### src/hdl/persian_text_normalizer_top_defines.svh
// ----------------------------------------------------------------------------
// Persian text normaliser assertion macros
// Shared concurrent assertion forms, clocked on i_clk and held off in reset.
// ----------------------------------------------------------------------------
`ifndef PERSIAN_TEXT_NORMALIZER_TOP_DEFINES_SVH
`define PERSIAN_TEXT_NORMALIZER_TOP_DEFINES_SVH

// same-cycle implication
`define PTN_ASSERT_NOW(label, ante, cons) \
    label: assert property (@(posedge i_clk) disable iff (!i_rst_n) \
        (ante) |-> (cons)) else $error("ptn: same-cycle check failed");

// next-cycle implication
`define PTN_ASSERT_NEXT(label, ante, cons) \
    label: assert property (@(posedge i_clk) disable iff (!i_rst_n) \
        (ante) |=> (cons)) else $error("ptn: next-cycle check failed");

`endif

### src/hdl/ptn_pkg.sv
// ----------------------------------------------------------------------------
// Persian text normaliser package
// Job record passed from front to back end, queue sizing, code constants.
// ----------------------------------------------------------------------------
package ptn_pkg;

    localparam int unsigned QDEPTH = 4;
    localparam int unsigned QAW    = $clog2(QDEPTH);

    localparam logic [15:0] SPACE_UNIT = 16'h0020;
    localparam logic [15:0] PERSIAN_YEH = 16'h06CC;
    localparam logic [15:0] KEHEH       = 16'h06A9;
    localparam logic [11:0] PERSIAN_DIGIT_BASE = 12'h06F;

    // one accepted item, reduced to what the back end must emit
    typedef struct packed {
        logic        sp;      // owed space goes out first
        logic [15:0] unit;
        logic        uvalid;
        logic        last;
    } t_job;

endpackage

### src/hdl/ptn_front.sv
// ----------------------------------------------------------------------------
// Persian text normaliser front end
// Classifies each code unit, remaps kept units and tracks the space state.
// ----------------------------------------------------------------------------
module ptn_front import ptn_pkg::*; (
    input  logic        i_clk,
    input  logic        i_rst_n,
    input  logic        i_accept,
    input  logic [15:0] i_code_unit,
    input  logic        i_end_of_string,
    input  logic        i_lowercase,
    output logic        o_push,
    output t_job        o_job
);

    logic r_seen_text, n_seen_text;
    logic r_space_pending, n_space_pending;
    logic w_drop, w_white, w_keep;

    function automatic logic f_dropped(input logic [15:0] u);
        return (u inside {[16'h064B:16'h0652], 16'h0670, 16'h0640,
                          [16'h200C:16'h200F], [16'h202A:16'h202E],
                          [16'h2066:16'h2069], 16'hFEFF});
    endfunction

    function automatic logic f_white(input logic [15:0] u);
        return (u inside {[16'h0009:16'h000D], 16'h0020, 16'h0085, 16'h00A0,
                          16'h1680, [16'h2000:16'h200A], 16'h2028, 16'h2029,
                          16'h202F, 16'h205F, 16'h3000});
    endfunction

    function automatic logic [15:0] f_remap(input logic [15:0] u, input logic lower);
        logic [15:0] m;
        m = u;
        // both digit ranges start on a nibble boundary
        if (u inside {16'h064A, 16'h0649})
            m = PERSIAN_YEH;
        else if (u == 16'h0643)
            m = KEHEH;
        else if (u inside {[16'h0660:16'h0669], [16'h0030:16'h0039]})
            m = {PERSIAN_DIGIT_BASE, u[3:0]};
        else if (lower && (u inside {[16'h0041:16'h005A]}))
            m = u | 16'h0020;
        return m;
    endfunction

    assign w_drop  = f_dropped(i_code_unit);
    assign w_white = !w_drop && f_white(i_code_unit);
    assign w_keep  = !w_drop && !w_white;

    always_comb begin
        o_job.sp     = w_keep && r_space_pending;
        o_job.unit   = w_keep ? f_remap(i_code_unit, i_lowercase) : 16'h0000;
        o_job.uvalid = w_keep;
        o_job.last   = i_end_of_string;
    end

    assign o_push = i_accept && (w_keep || i_end_of_string);

    always_comb begin
        n_seen_text     = r_seen_text;
        n_space_pending = r_space_pending;
        if (i_accept) begin
            if (i_end_of_string) begin
                n_seen_text     = 1'b0;
                n_space_pending = 1'b0;
            end else if (w_keep) begin
                n_seen_text     = 1'b1;
                n_space_pending = 1'b0;
            end else if (w_white && r_seen_text) begin
                n_space_pending = 1'b1;
            end
        end
    end

    always_ff @(posedge i_clk) begin
        if (!i_rst_n) begin
            r_seen_text     <= 1'b0;
            r_space_pending <= 1'b0;
        end else begin
            r_seen_text     <= n_seen_text;
            r_space_pending <= n_space_pending;
        end
    end

endmodule

### src/hdl/ptn_queue.sv
// ----------------------------------------------------------------------------
// Persian text normaliser job queue
// Small FIFO of jobs between front and back end.
// ----------------------------------------------------------------------------
module ptn_queue import ptn_pkg::*; (
    input  logic i_clk,
    input  logic i_rst_n,
    input  logic i_push,
    input  t_job i_job,
    input  logic i_pop,
    output logic o_full,
    output logic o_empty,
    output t_job o_head
);

    t_job           r_mem [QDEPTH];
    logic [QAW-1:0] r_wr_ptr, n_wr_ptr;
    logic [QAW-1:0] r_rd_ptr, n_rd_ptr;
    logic [QAW:0]   r_count, n_count;
    logic           w_push, w_pop;

    assign o_full  = (r_count == (QAW+1)'(QDEPTH));
    assign o_empty = (r_count == '0);
    assign o_head  = r_mem[r_rd_ptr];
    assign w_push  = i_push && !o_full;
    assign w_pop   = i_pop && !o_empty;

    always_comb begin
        n_wr_ptr = w_push ? r_wr_ptr + QAW'(1) : r_wr_ptr;
        n_rd_ptr = w_pop ? r_rd_ptr + QAW'(1) : r_rd_ptr;
        n_count  = r_count;
        if (w_push && !w_pop)
            n_count = r_count + (QAW+1)'(1);
        else if (w_pop && !w_push)
            n_count = r_count - (QAW+1)'(1);
    end

    always_ff @(posedge i_clk) begin
        if (!i_rst_n) begin
            r_wr_ptr <= '0;
            r_rd_ptr <= '0;
            r_count  <= '0;
        end else begin
            r_wr_ptr <= n_wr_ptr;
            r_rd_ptr <= n_rd_ptr;
            r_count  <= n_count;
        end
    end

    always_ff @(posedge i_clk) begin
        if (w_push)
            r_mem[r_wr_ptr] <= i_job;
    end

endmodule

### src/hdl/ptn_back.sv
// ----------------------------------------------------------------------------
// Persian text normaliser back end
// Expands each job into one or two output beats through an output register.
// ----------------------------------------------------------------------------
module ptn_back import ptn_pkg::*; (
    input  logic        i_clk,
    input  logic        i_rst_n,
    input  logic        i_empty,
    input  t_job        i_head,
    output logic        o_pop,
    input  logic        i_stall,
    output logic        o_valid,
    output logic [15:0] o_out_unit,
    output logic        o_unit_valid,
    output logic        o_last_of_string
);

    logic        r_valid, n_valid;
    logic [15:0] r_unit, n_unit;
    logic        r_uvalid, n_uvalid;
    logic        r_last, n_last;
    // second beat of a space-then-unit job
    logic        r_hold, n_hold;
    logic [15:0] r_hold_unit, n_hold_unit;
    logic        r_hold_last, n_hold_last;
    logic        w_load;

    assign w_load = !r_valid || !i_stall;
    assign o_pop  = w_load && !r_hold && !i_empty;

    always_comb begin
        n_valid     = r_valid;
        n_unit      = r_unit;
        n_uvalid    = r_uvalid;
        n_last      = r_last;
        n_hold      = r_hold;
        n_hold_unit = r_hold_unit;
        n_hold_last = r_hold_last;
        if (w_load) begin
            if (r_hold) begin
                n_valid  = 1'b1;
                n_unit   = r_hold_unit;
                n_uvalid = 1'b1;
                n_last   = r_hold_last;
                n_hold   = 1'b0;
            end else if (!i_empty) begin
                n_valid = 1'b1;
                if (i_head.sp) begin
                    n_unit      = SPACE_UNIT;
                    n_uvalid    = 1'b1;
                    n_last      = 1'b0;
                    n_hold      = 1'b1;
                    n_hold_unit = i_head.unit;
                    n_hold_last = i_head.last;
                end else begin
                    n_unit   = i_head.unit;
                    n_uvalid = i_head.uvalid;
                    n_last   = i_head.last;
                end
            end else begin
                n_valid = 1'b0;
            end
        end
    end

    always_ff @(posedge i_clk) begin
        if (!i_rst_n) begin
            r_valid <= 1'b0;
            r_hold  <= 1'b0;
        end else begin
            r_valid <= n_valid;
            r_hold  <= n_hold;
        end
    end

    always_ff @(posedge i_clk) begin
        r_unit      <= n_unit;
        r_uvalid    <= n_uvalid;
        r_last      <= n_last;
        r_hold_unit <= n_hold_unit;
        r_hold_last <= n_hold_last;
    end

    assign o_valid          = r_valid;
    assign o_out_unit       = r_unit;
    assign o_unit_valid     = r_uvalid;
    assign o_last_of_string = r_last;

endmodule

### src/hdl/persian_text_normalizer_top.sv
// ----------------------------------------------------------------------------
// Persian text normaliser top level
// Front end classifies code units, a four-job queue decouples it from the
// back end, which drives the output register.
// ----------------------------------------------------------------------------
// One code unit is taken per cycle while the job queue has room. Each item
// yields zero, one or two output beats; a kept unit that follows collapsed
// whitespace costs two beats (space, then unit), so the output register in
// the back end sets the sustained rate. A beat passes through the job queue
// and then the output register before it appears. Dropped units and
// whitespace not at end of string give no beat and cost the back end nothing.
module persian_text_normalizer_top import ptn_pkg::*; (
    input  logic        i_clk,
    input  logic        i_rst_n,
    input  logic        i_lowercase_ascii_we,
    input  logic        i_lowercase_ascii,
    input  logic        i_valid,
    output logic        o_stall,
    input  logic [15:0] i_code_unit,
    input  logic        i_end_of_string,
    output logic        o_valid,
    input  logic        i_stall,
    output logic [15:0] o_out_unit,
    output logic        o_unit_valid,
    output logic        o_last_of_string
);

`include "persian_text_normalizer_top_defines.svh"

    logic r_lowercase;
    logic w_accept, w_push, w_pop, w_full, w_empty;
    t_job w_job, w_head;

    always_ff @(posedge i_clk) begin
        if (!i_rst_n)
            r_lowercase <= 1'b0;
        else if (i_lowercase_ascii_we)
            r_lowercase <= i_lowercase_ascii;
    end

    assign o_stall  = w_full;
    assign w_accept = i_valid && !w_full;

    ptn_front u_front (
        .i_clk           (i_clk),
        .i_rst_n         (i_rst_n),
        .i_accept        (w_accept),
        .i_code_unit     (i_code_unit),
        .i_end_of_string (i_end_of_string),
        .i_lowercase     (r_lowercase),
        .o_push          (w_push),
        .o_job           (w_job)
    );

    ptn_queue u_queue (
        .i_clk   (i_clk),
        .i_rst_n (i_rst_n),
        .i_push  (w_push),
        .i_job   (w_job),
        .i_pop   (w_pop),
        .o_full  (w_full),
        .o_empty (w_empty),
        .o_head  (w_head)
    );

    ptn_back u_back (
        .i_clk            (i_clk),
        .i_rst_n          (i_rst_n),
        .i_empty          (w_empty),
        .i_head           (w_head),
        .o_pop            (w_pop),
        .i_stall          (i_stall),
        .o_valid          (o_valid),
        .o_out_unit       (o_out_unit),
        .o_unit_valid     (o_unit_valid),
        .o_last_of_string (o_last_of_string)
    );

    // a collapsed space is never the last beat of a string
    `PTN_ASSERT_NOW(a_space_not_last, o_valid && o_out_unit == SPACE_UNIT, o_unit_valid && !o_last_of_string)
    // end marker beats carry no unit
    `PTN_ASSERT_NOW(a_marker_shape, o_valid && !o_unit_valid, o_last_of_string && o_out_unit == 16'h0000)
    // the unit owed after a space follows in the very next cycle
    `PTN_ASSERT_NEXT(a_space_then_unit, o_valid && !i_stall && o_out_unit == SPACE_UNIT, o_valid && o_unit_valid && o_out_unit != SPACE_UNIT)
    // a push is never offered to a full queue
    `PTN_ASSERT_NOW(a_no_overflow, w_full, !w_push)

endmodule

### config.mk
export PLATFORM = sky130hd
export DESIGN_NAME = persian_text_normalizer_top
export DESIGN_NICKNAME = d
export VERILOG_FILES = /design/src/hdl/ptn_pkg.sv /design/src/hdl/ptn_front.sv /design/src/hdl/ptn_queue.sv /design/src/hdl/ptn_back.sv /design/src/hdl/persian_text_normalizer_top.sv
export VERILOG_INCLUDE_DIRS = /design/src /design/src/hdl
export SDC_FILE = /design/constraint.sdc
export NUM_CORES = 1
export LEC_CHECK = 0
export BUFFER_PORTS_ARGS = -buffer_cell sky130_fd_sc_hd__buf_2
export CAP_MARGIN = 0
export CORE_AREA = 2 2 116 118
export CTS_BUF_LIST = sky130_fd_sc_hd__clkbuf_2
export CTS_CLUSTER_DIAMETER = 120
export DETAILED_ROUTE_END_ITERATION = 6
export DIE_AREA = 0 0 118 120
export PLACE_DENSITY = 0.65
export SETUP_SLACK_MARGIN = 0.1
export SKIP_CTS_REPAIR_TIMING = 1
export SYNTH_ARGS = -nofsm -noshare
export SYNTH_HDL_FRONTEND = slang
export SYNTH_SLANG_ARGS = --single-unit
### constraint.sdc
create_clock -name i_clk -period 7.2 [get_ports i_clk]
set_clock_uncertainty 0.15 [all_clocks]
set_input_delay 1.44 -clock i_clk [delete_from_list [all_inputs] [get_ports i_clk]]
set_output_delay 1.44 -clock i_clk [all_outputs]
set_load 0.01 [all_outputs]
# ---- Word-level counts from Yosys, hierarchy flattened
# Memory sizes are Yosys's and may differ from the RTL's. A register that Yosys moved wholly into a read port is not among the register bits.
# Index checks and enable logic that the tools add are counted.
dict set report totals {
  reg_bits 47
  ramBits 76
  n_memories 1
  wordCells 129
  inputBits 23
}
# memory words width rd rd_clocked_by_memory_dff wr line_no
set mem_list {}
lappend mem_list {u_queue.r_mem 4 19 1 1 1 ptn_queue.sv:16} ;# t_job r_mem [QDEPTH];
dict set report op_classes {
  muxes 29
  n_bitwise 2
  n_eq_ne 17
  reduce_logical 45
  order_cmp 18
  addsub 4
}
# cell count
set ops {}
lappend ops {{16-bit 2-to-1 mux} 7}
lappend ops {{16-bit by 11-bit equality test with 1-bit output (second input constant)} 5}
lappend ops {{16-bit by 14-bit equality test with 1-bit output (second input constant)} 5}
lappend ops {{16-bit by 14-bit greater-or-equal comparator with 1-bit output (second input constant)} 4}
lappend ops {{16-bit by 14-bit <= comparator with 1-bit output (second input constant)} 4}
lappend ops {{16-bit by 8-bit equality test with 1-bit output (second input constant)} 2}
lappend ops {{16-bit by 11-bit greater-or-equal comparator with 1-bit output (second input constant)} 2}
lappend ops {{16-bit by 11-bit <= comparator with 1-bit output (second input constant)} 2}
lappend ops {{1-bit logical AND} 22}
lappend ops {{1-bit 2-to-1 mux} 17}
lappend ops {{16-bit by 13-bit equality test with 1-bit output (second input constant)} 1}
lappend ops {{16-bit equality test (second input constant)} 1}
lappend ops {{16-bit by 6-bit equality test with 1-bit output (second input constant)} 1}
lappend ops {{16-bit by 4-bit greater-or-equal comparator with 1-bit output (second input constant)} 1}
lappend ops {{16-bit by 6-bit greater-or-equal comparator with 1-bit output (second input constant)} 1}
lappend ops {{16-bit by 7-bit greater-or-equal comparator with 1-bit output (second input constant)} 1}
lappend ops {{16-bit by 4-bit <= comparator with 1-bit output (second input constant)} 1}
lappend ops {{16-bit by 6-bit <= comparator with 1-bit output (second input constant)} 1}
lappend ops {{16-bit by 7-bit <= comparator with 1-bit output (second input constant)} 1}
lappend ops {{11-bit nonzero test} 1}
lappend ops {{1-bit logical NOT} 9}
lappend ops {{2-bit nonzero test} 4}
lappend ops {{7-bit nonzero test} 1}
lappend ops {{3-bit 2-to-1 mux} 2}
lappend ops {{13 further kinds} 19}

# ---- Depth between registers and ports, before layout
# Gate-level depths: netlist (run 1).
dict set report logic_depth {
  depth_word 14
  mapped_depth 13
  mapped_depth_nobuf 11
}

# ---- Modules after synthesis
# From an unflattened synthesis (run 1), not the netlist that was laid out.
dict set report unflattened {
  hier_cells 417
  area_unflattened_um2 5860.6
}
# module instances area_per_inst_um2 cells_per_inst seq_area_each_um2
set modules_own_cells {}
lappend modules_own_cells {ptn_queue 1 3251.9 147 2462.4}
lappend modules_own_cells {ptn_back 1 1363.8 75 1091.0}
lappend modules_own_cells {ptn_front 1 1202.4 191 40.0}
lappend modules_own_cells {persian_text_normalizer_top 1 42.5 4 20.0}

# ---- Worst setup path before layout (run 1)
# No wires, ideal clock.
dict set report synth_timing {
  kind {input-to-reg}
  from {input port i_code_unit[1]}
  to {register u_queue.r_count[2]}
  setup_slack_ns 3.044
  path_buffers 1
  required_time_ns 6.974
  arrival_ns 3.931
  cell_stages 12
  cell_sequence {buf_2 > a2111oi_0 > o21ai_1 > nand4_1 > nand4_1 > o31ai_4 > ha_1 > inv_1 > fa_1 > xor2_1 > or3_1 > a21boi_0}
}
dict set report synth_between {
  elab_chain_cells 13
  elab_cells_between_ends 44
  classes_between {12 x order compare; 12 x eq/ne; 1 x mux; 19 x reduce/logical}
}
# item line_no
set synth_lines {}
lappend synth_lines {{start, declared} persian_text_normalizer_top.sv:19} ;# input logic [15:0] i_code_unit,
lappend synth_lines {{16-bit by 11-bit greater-or-equal comparator with 1-bit output, or another cell as far along} ptn_front.sv:21} ;# return (u inside {[16'h064B:16'h0652], 16'h0670, 16'h0640,
lappend synth_lines {{1-bit logical AND} ptn_front.sv:21}
lappend synth_lines {{7-bit nonzero test} ptn_front.sv:21}
lappend synth_lines {{1-bit logical NOT} {ptn_front.sv:48, ptn_front.sv:49}}
lappend synth_lines {{1-bit logical AND} ptn_front.sv:48} ;# assign w_white = !w_drop && f_white(i_code_unit);
lappend synth_lines {{1-bit logical NOT} ptn_front.sv:49} ;# assign w_keep = !w_drop && !w_white;
lappend synth_lines {{1-bit logical AND *} ptn_front.sv:49}
lappend synth_lines {{1-bit logical OR *} ptn_front.sv:58} ;# assign o_push = i_accept && (w_keep || i_end_of_string);
lappend synth_lines {{1-bit logical AND *} ptn_front.sv:58}
lappend synth_lines {{1-bit logical AND *} ptn_queue.sv:25} ;# assign w_push = i_push && !o_full;
lappend synth_lines {{named net u_queue.w_push} ptn_queue.sv:20} ;# logic w_push, w_pop;
lappend synth_lines {{1-bit logical NOT} ptn_queue.sv:34} ;# else if (w_pop && !w_push)
lappend synth_lines {{1-bit logical AND} ptn_queue.sv:34}
lappend synth_lines {{2-bit nonzero test (no line)} -}
lappend synth_lines {{end signal, assigned} ptn_queue.sv:46} ;# r_count <= n_count;
lappend synth_lines {{end, declared} ptn_queue.sv:19} ;# logic [QAW:0] r_count, n_count;
# Mark *: on every way through the listed nets, which the timed path passes. The rest lies on a longest branch.
# A chain may end at the register's enable or synchronous reset.

# ---- Worst setup path in the final report (run 1)
dict set report layout_timing {
  from {input port i_code_unit[5]}
  to {register u_queue.r_count[2]}
}
# Same word-level chain as after synthesis.

==> results of run 1 <==
critical path, delay by kind of cell:
| family | cells | cell delay (ps) |
|---|---|---|
| AOI/OAI and AO/OA | 4 | 1170 |
| xor gates and xnor gates | 1 | 160 |
| adders and majority gates | 2 | 640 |
| and+or+nand+nor | 3 | 640 |
| buffers and inverters | 2 | 260 |
where the power goes:
group	internal [mW]	total (mW)	switching [mW]
combinational	0.219	0.521	0.302
clock	0.298	0.548	0.251
sequential	1.02	1.10	0.0765
sequential cells by signal, indices dropped and copies added (netlist names), 2 cells and up, named ones only:
register            flops
u_back.o_out_unit      16
u_back.r_hold_unit     16
u_queue.r_wr_ptr        2
u_queue.r_rd_ptr        2
u_queue.r_count         3
u_queue.r_mem          76
per-layer routing:
metal,wire length (um),global-route usage,vias up
li1,-,-,1668
met1,4550,0.202,1638
met2,5000,0.252,109
met3,564,0.0452,21
met4,251,0.0655,0
met5,0,0,-
per-stage QoR:
| step | cell area, um^2 | hold WS, ps | total power [mW] | setup WS (ps) |
|---|---|---|---|---|
| final | 6310 | 306 | 2.17 | 3330 |
| after global routing | 6310 | 335 | 2.30 | 3220 |
| after CTS | 6310 | 312 | 2.20 | 3430 |
| after detailed placement | 5980 | 289 | 1.65 | 2700 |
| after global placement | 5980 | 287 | 1.63 | 2770 |
| after floorplan | 5650 | 274 | 1.48 | 3040 |
final timing paths:
path	start	endpoint	slack, ps	cells after the start
worst max-delay path	i_code_unit[5]	u_queue.r_count[2]	3330	12
worst min-delay path	u_front.r_space_pending	u_front.r_space_pending	310	2
worst max register to register	u_queue.r_count[0]	u_queue.r_count[2]	4150	10
worst min register to register	u_front.r_space_pending	u_front.r_space_pending	310	2
cell type report:
| cell class | instances | area, um^2 |
|---|---|---|
| tap | 176 | 220 |
| clock inverter | 15 | 243 |
| clock buffer | 17 | 85.1 |
| sequential | 125 | 3610 |
| inverter | 7 | 26.3 |
| fill | 1163 | 6670 |
| timing repair buffer | 45 | 233 |
| multi-input combinational | 254 | 1890 |
cells in the final DEF (no fill, tap or decap), types with 3 or more instances in the layout:
master / netlist / routed
o21ai_1: 5 / 5
mux4_2: 18 / 18
bufinv_16: 0 / 6
clkinvlp_4: 0 / 3
edfxtp_1: 111 / 111
nand3_1: 8 / 8
ha_1: 5 / 5
and2_1: 10 / 10
nor3b_1: 4 / 4
nor3_1: 6 / 6
o31ai_1: 4 / 4
mux2i_1: 6 / 6
nand2_1: 52 / 52
nand4_1: 6 / 6
buf_2: 12 / 42
or3_1: 3 / 3
o21ai_0: 21 / 21
nor2_1: 22 / 22
clkbuf_2: 0 / 17
dfxtp_1: 14 / 14
or4_1: 3 / 3
and3_1: 6 / 6
inv_1: 7 / 7
xnor2_1: 5 / 5
buf_4: 1 / 3
nor2b_1: 8 / 8
nor4b_1: 3 / 3
nor4_1: 11 / 11
kinds of logic after synthesis:
| family | Yosys count | synth area share |
|---|---|---|
| XOR/XNOR | 6 | 0.00930 |
| flip-flops | 125 | 0.640 |
| adder cells (fa/ha/maj) | 6 | 0.0146 |
| multiplexers | 25 | 0.0844 |
| AND/OR/NAND/NOR | 161 | 0.159 |
| AO/OA/AOI/OAI | 56 | 0.0662 |
| buffers and inverters | 32 | 0.0272 |
==> summary.txt, run 1 <==
Floorplan
  – Die Height: 120 um
  – Core footprint: 13,000 um^2
  – Die Area: 14,200 um^2
  – Row cnt: 42
  – I/O pins: 43
  – Starting density of the core: 0.435
  – Die Span X: 118 um

Setup path
  – Crit-path most repeated cell: nand4_1
  – Worst EP required: 7640 ps
  – Crit start category: input port
  – Crit path max fanout: 17
  – Worst endpoint data arrival time: 4310 ps
  – Cell breakdown of the critical path: buf_2, a2111oi_0, o21ai_1, nand4_1, nand4_1, o31ai_4, ha_1, inv_1, fa_1, xor2_1, or3_1, a21boi_0
  – CP peak stage delay: 460 ps
  – CP Capture Type: flip-flop
  – Slowest stage cell, crit path: o31ai_4
  – Crit Path Class: in -> reg

Synth
  – Post-synth top area share: 0.590
  – Ys flop type: edfxtp_1
  – Post-synth EDFFs: 111
  – Area contributors post-synth: edfxtp_1, mux4_2, dfxtp_1
  – Net Count, Synth: 440
  – Synth cell count leaders: edfxtp_1, nand2_1, nor2_1, o21ai_0, mux4_2
  – Synth Instances: 411
  – Most frequent cell after synthesis: edfxtp_1
  – Post-synthesis sequential area ratio: 0.640
  – Netlist cell types: 63
  – Largest area contributor in the netlist: edfxtp_1
  – Synth Warn #: 0
  – Mean post-synth cell area: 13.7 um^2
  – #FFs+latches synth: 125
  – Ys async rst share: 0
  – Area of the mapped netlist: 5650 um^2

Detailed routing
  – Drt total wl: 10,400 um
  – Drt initial violations: 293
  – Vias/cell: 5.38
  – Drt wl/cell: 16.2 um
  – Post-route DRC: 0
  – Post-route ant nets: 0
  – Total number of vias: 3,436
  – TritonRoute pass-1 iters: 5

CTS
  – Clock sinks: 125
  – Htree depth: 4
  – CTS tree: yes
  – CTS max path bufs: 2
  – CTS root buffer: clkbuf_2
  – Number of buffers created by CTS: 17
  – Reg clk slew, reported paths: 190 ps
  – Insertion delay to the later sink of the worst-skew pair: 670 ps

Global routing
  – First-pass GRT wire length: 17,200 um
  – Overflow after GRT: 0
  – Largest net degree at the start of global routing: 39
  – Initial antenna violation count: 0
  – Vias in the first global route: 3,355
  – GRT Util Overall: 0.157

STA
  – Worst slew pin tran: 1060 ps
  – Max-slew violations: 0
  – Setup TNS: 0 ps
  – Slew headroom: 0.291
  – RSZ-0062 raised after global routing: false
  – Period utilisation layout: 0.538
  – Final hold vios: 0
  – Finish-stage setup viols: 0
  – Peak Freq: 258 MHz
  – Fin crit period: 3870 ps

Worst hold path
  – HP Class: reg -> reg

Placement
  – DPL Wire Length: 7120 um
  – IO buf count: 42
  – Final Wtd Congestion: 0.846
  – Placed cells: 607

Run
  – Max-cap violations: 0

Power
  – Peak supply drop: 139 uV
  – Leakage power: 2.14 nW
  – Pwr dens: 344 nW/um^2

Layout
  – # diodes: 0
  – Finished Core Util: 0.486
  – Total Nets Final: 479
  – Area growth syn-to-layout: 11.6%
  – Fraction of layout instances using a drive strength above 1: 0.227
  – Non-filler cells in the finished layout: 639

Status
  – Status: finished, final reports clean
No activity file was read; power rests on OpenSTA's default activity.
==> run 2, diff against run 1 <==
Clock period 7.2 ns to 3.6 ns, I/O delays scaled along.
==> run 2 against run 1 <==
Final cell count increased by 2.3%. Largest power group unchanged. Sequential share of layout area fell by 0.64 points. Utilization up 0.55 points. Via count up 2.1%. Sequential power grew 95%. Wire length grew 4.2%.
==> summary.txt, run 2 (synthesized netlist as in run 1, its figures left out) <==
Worst hold path
  – Worst Hold End: u_queue.r_mem[2][0]
  – WHS Path Cells: 1
  – Min-Delay Startpoint: i_end_of_string
  – HP Class: in -> reg

CTS
  – CTS root buffer: clkbuf_2
  – Number of buffers created by CTS: 17
  – CTS tree: yes
  – Insertion delay to the later sink of the worst-skew pair: 630 ps
  – Htree depth: 4
  – Clock sinks: 125
  – Reg clk slew, reported paths: 180 ps
  – CTS max path bufs: 2

Global routing
  – Vias in the first global route: 3,400
  – Overflow after GRT: 0
  – Initial antenna violation count: 1
  – GRT Util Overall: 0.161
  – Largest net degree at the start of global routing: 38
  – First-pass GRT wire length: 17,600 um

Detailed routing
  – Top Layer Used: met4
  – TritonRoute pass-1 iters: 4
  – Post-route ant nets: 0
  – Met2 routed WL: 5260 um
  – Metal-1 WL: 4950 um
  – Met3 Routed Length: 386 um
  – Post-route DRC: 0
  – Vias/cell: 5.37
  – Drt total wl: 10,800 um
  – Drt wl/cell: 16.5 um
  – Drt initial violations: 263
  – Total number of vias: 3,509

Setup path
  – Slowest stage cell, crit path: nor4_1
  – Setup slack, reg-to-reg: 740 ps
  – Worst EP required: 4020 ps
  – Buf/Inv on CP: 3
  – Reg2reg end: u_queue.r_count[2]
  – Crit Path Class: in -> reg
  – Family with the most delay on the worst path: simple AND/OR/NAND/NOR gates
  – CP Capture Type: flip-flop
  – Reg2reg start: u_queue.r_count[0]
  – Crit start category: input port
  – Cell breakdown of the critical path: buf_2, buf_4, nor4_1, nand4_1, a211oi_1, nand4b_2, o31ai_4, ha_1, inv_1, fa_1, xor2_1, or3_1, a21boi_0
  – Worst r2r path cells: 10
  – Worst endpoint data arrival time: 3420 ps
  – CP peak stage delay: 400 ps
  – Crit path max fanout: 14

Placement
  – Placed instance area: 6080 um^2
  – Final Wtd Congestion: 0.849
  – IO buf count: 42
  – DPL Wire Length: 7470 um
  – DP Worst Slack: -18.1 ps

Floorplan
  – Die Area: 14,200 um^2
  – Starting density of the core: 0.435
  – I/O pins: 43
  – Core footprint: 13,000 um^2
  – Row cnt: 42
  – Die Span X: 118 um
  – Die Height: 120 um

STA
  – Slew headroom: 0.369
  – Fin worst setup slack: 608 ps
  – Final hold vios: 0
  – Setup TNS: 0 ps
  – Finish-stage setup viols: 0
  – Max-slew violations: 0
  – Final hold slack: 184 ps
  – Peak Freq: 334 MHz
  – Period utilisation layout: 0.831
  – RSZ-0062 raised after global routing: false
  – Worst slew pin tran: 946 ps
  – Fin crit period: 2990 ps

Status
  – Status: finished, final reports clean

Layout
  – Commonest non-fill, non-tap cell in the layout: edfxtp_1
  – Fillers: 1,162
  – Most flops, register: u_queue.r_mem
  – Area growth syn-to-layout: 12.9%
  – Total Nets Final: 493
  – Fraction of layout instances using a drive strength above 1: 0.245
  – Final Cell Area: 6380 um^2
  – Max FFs per register: 76
  – Commonest cells after routing, fill and taps aside: edfxtp_1, nand2_1, buf_2

Power
  – Leakage power: 2.21 nW
  – Peak supply drop: 216 uV
  – Pwr dens: 673 nW/um^2

Run
  – Max-cap violations: 0
run 2: area by class of cell:
class / count / area [um^2] / area share
Sequential cell: 125 / 3610 / 0.567
Multi-Input combinational cell: 254 / 1890 / 0.296
Timing Repair Buffer: 59 / 338 / 0.0530
Tap cell: 176 / 220 / 0.0345
Clock inverter: 13 / 196 / 0.0308
Clock buffer: 19 / 95.1 / 0.0149
Inverter: 7 / 26.3 / 0.00412
Antenna cell: 1 / 2.50 / 0.000392
run 2: per-layer routing:
layer,track usage,up-vias
met2,0.266,93
met5,0,-
met1,0.206,1699
met4,0.0663,0
met3,0.0366,20
li1,-,1697
run 2: power breakdown:
part           switching [mW]  internal, mW
Combinational           0.680         0.462
Clock                   0.479         0.524
Sequential              0.100          2.04
Total                    1.26          3.03
run 2: worst max path at each step:
stage                              start                 end  slack, ps  cells past startpoint
after floorplan           i_code_unit[1]  u_queue.r_count[2]        160                     12
after global placement    i_code_unit[5]  u_queue.r_count[2]         80                     13
after detailed placement  i_code_unit[5]  u_queue.r_count[2]        -20                     13
after CTS                 i_code_unit[5]  u_queue.r_count[2]        710                     13
after global routing      i_code_unit[5]  u_queue.r_count[2]        390                     13
final                     i_code_unit[5]  u_queue.r_count[2]        610                     13
run 2: per-stage QoR:
stage,power [mW],util,instances
3_3_place_gp,3.29,0.469,621
6_report,4.29,0.491,654
3_5_place_dp,3.34,0.469,621
5_1_grt,4.54,0.491,654
4_1_cts,4.35,0.491,653
2_1_floorplan,2.96,-,411
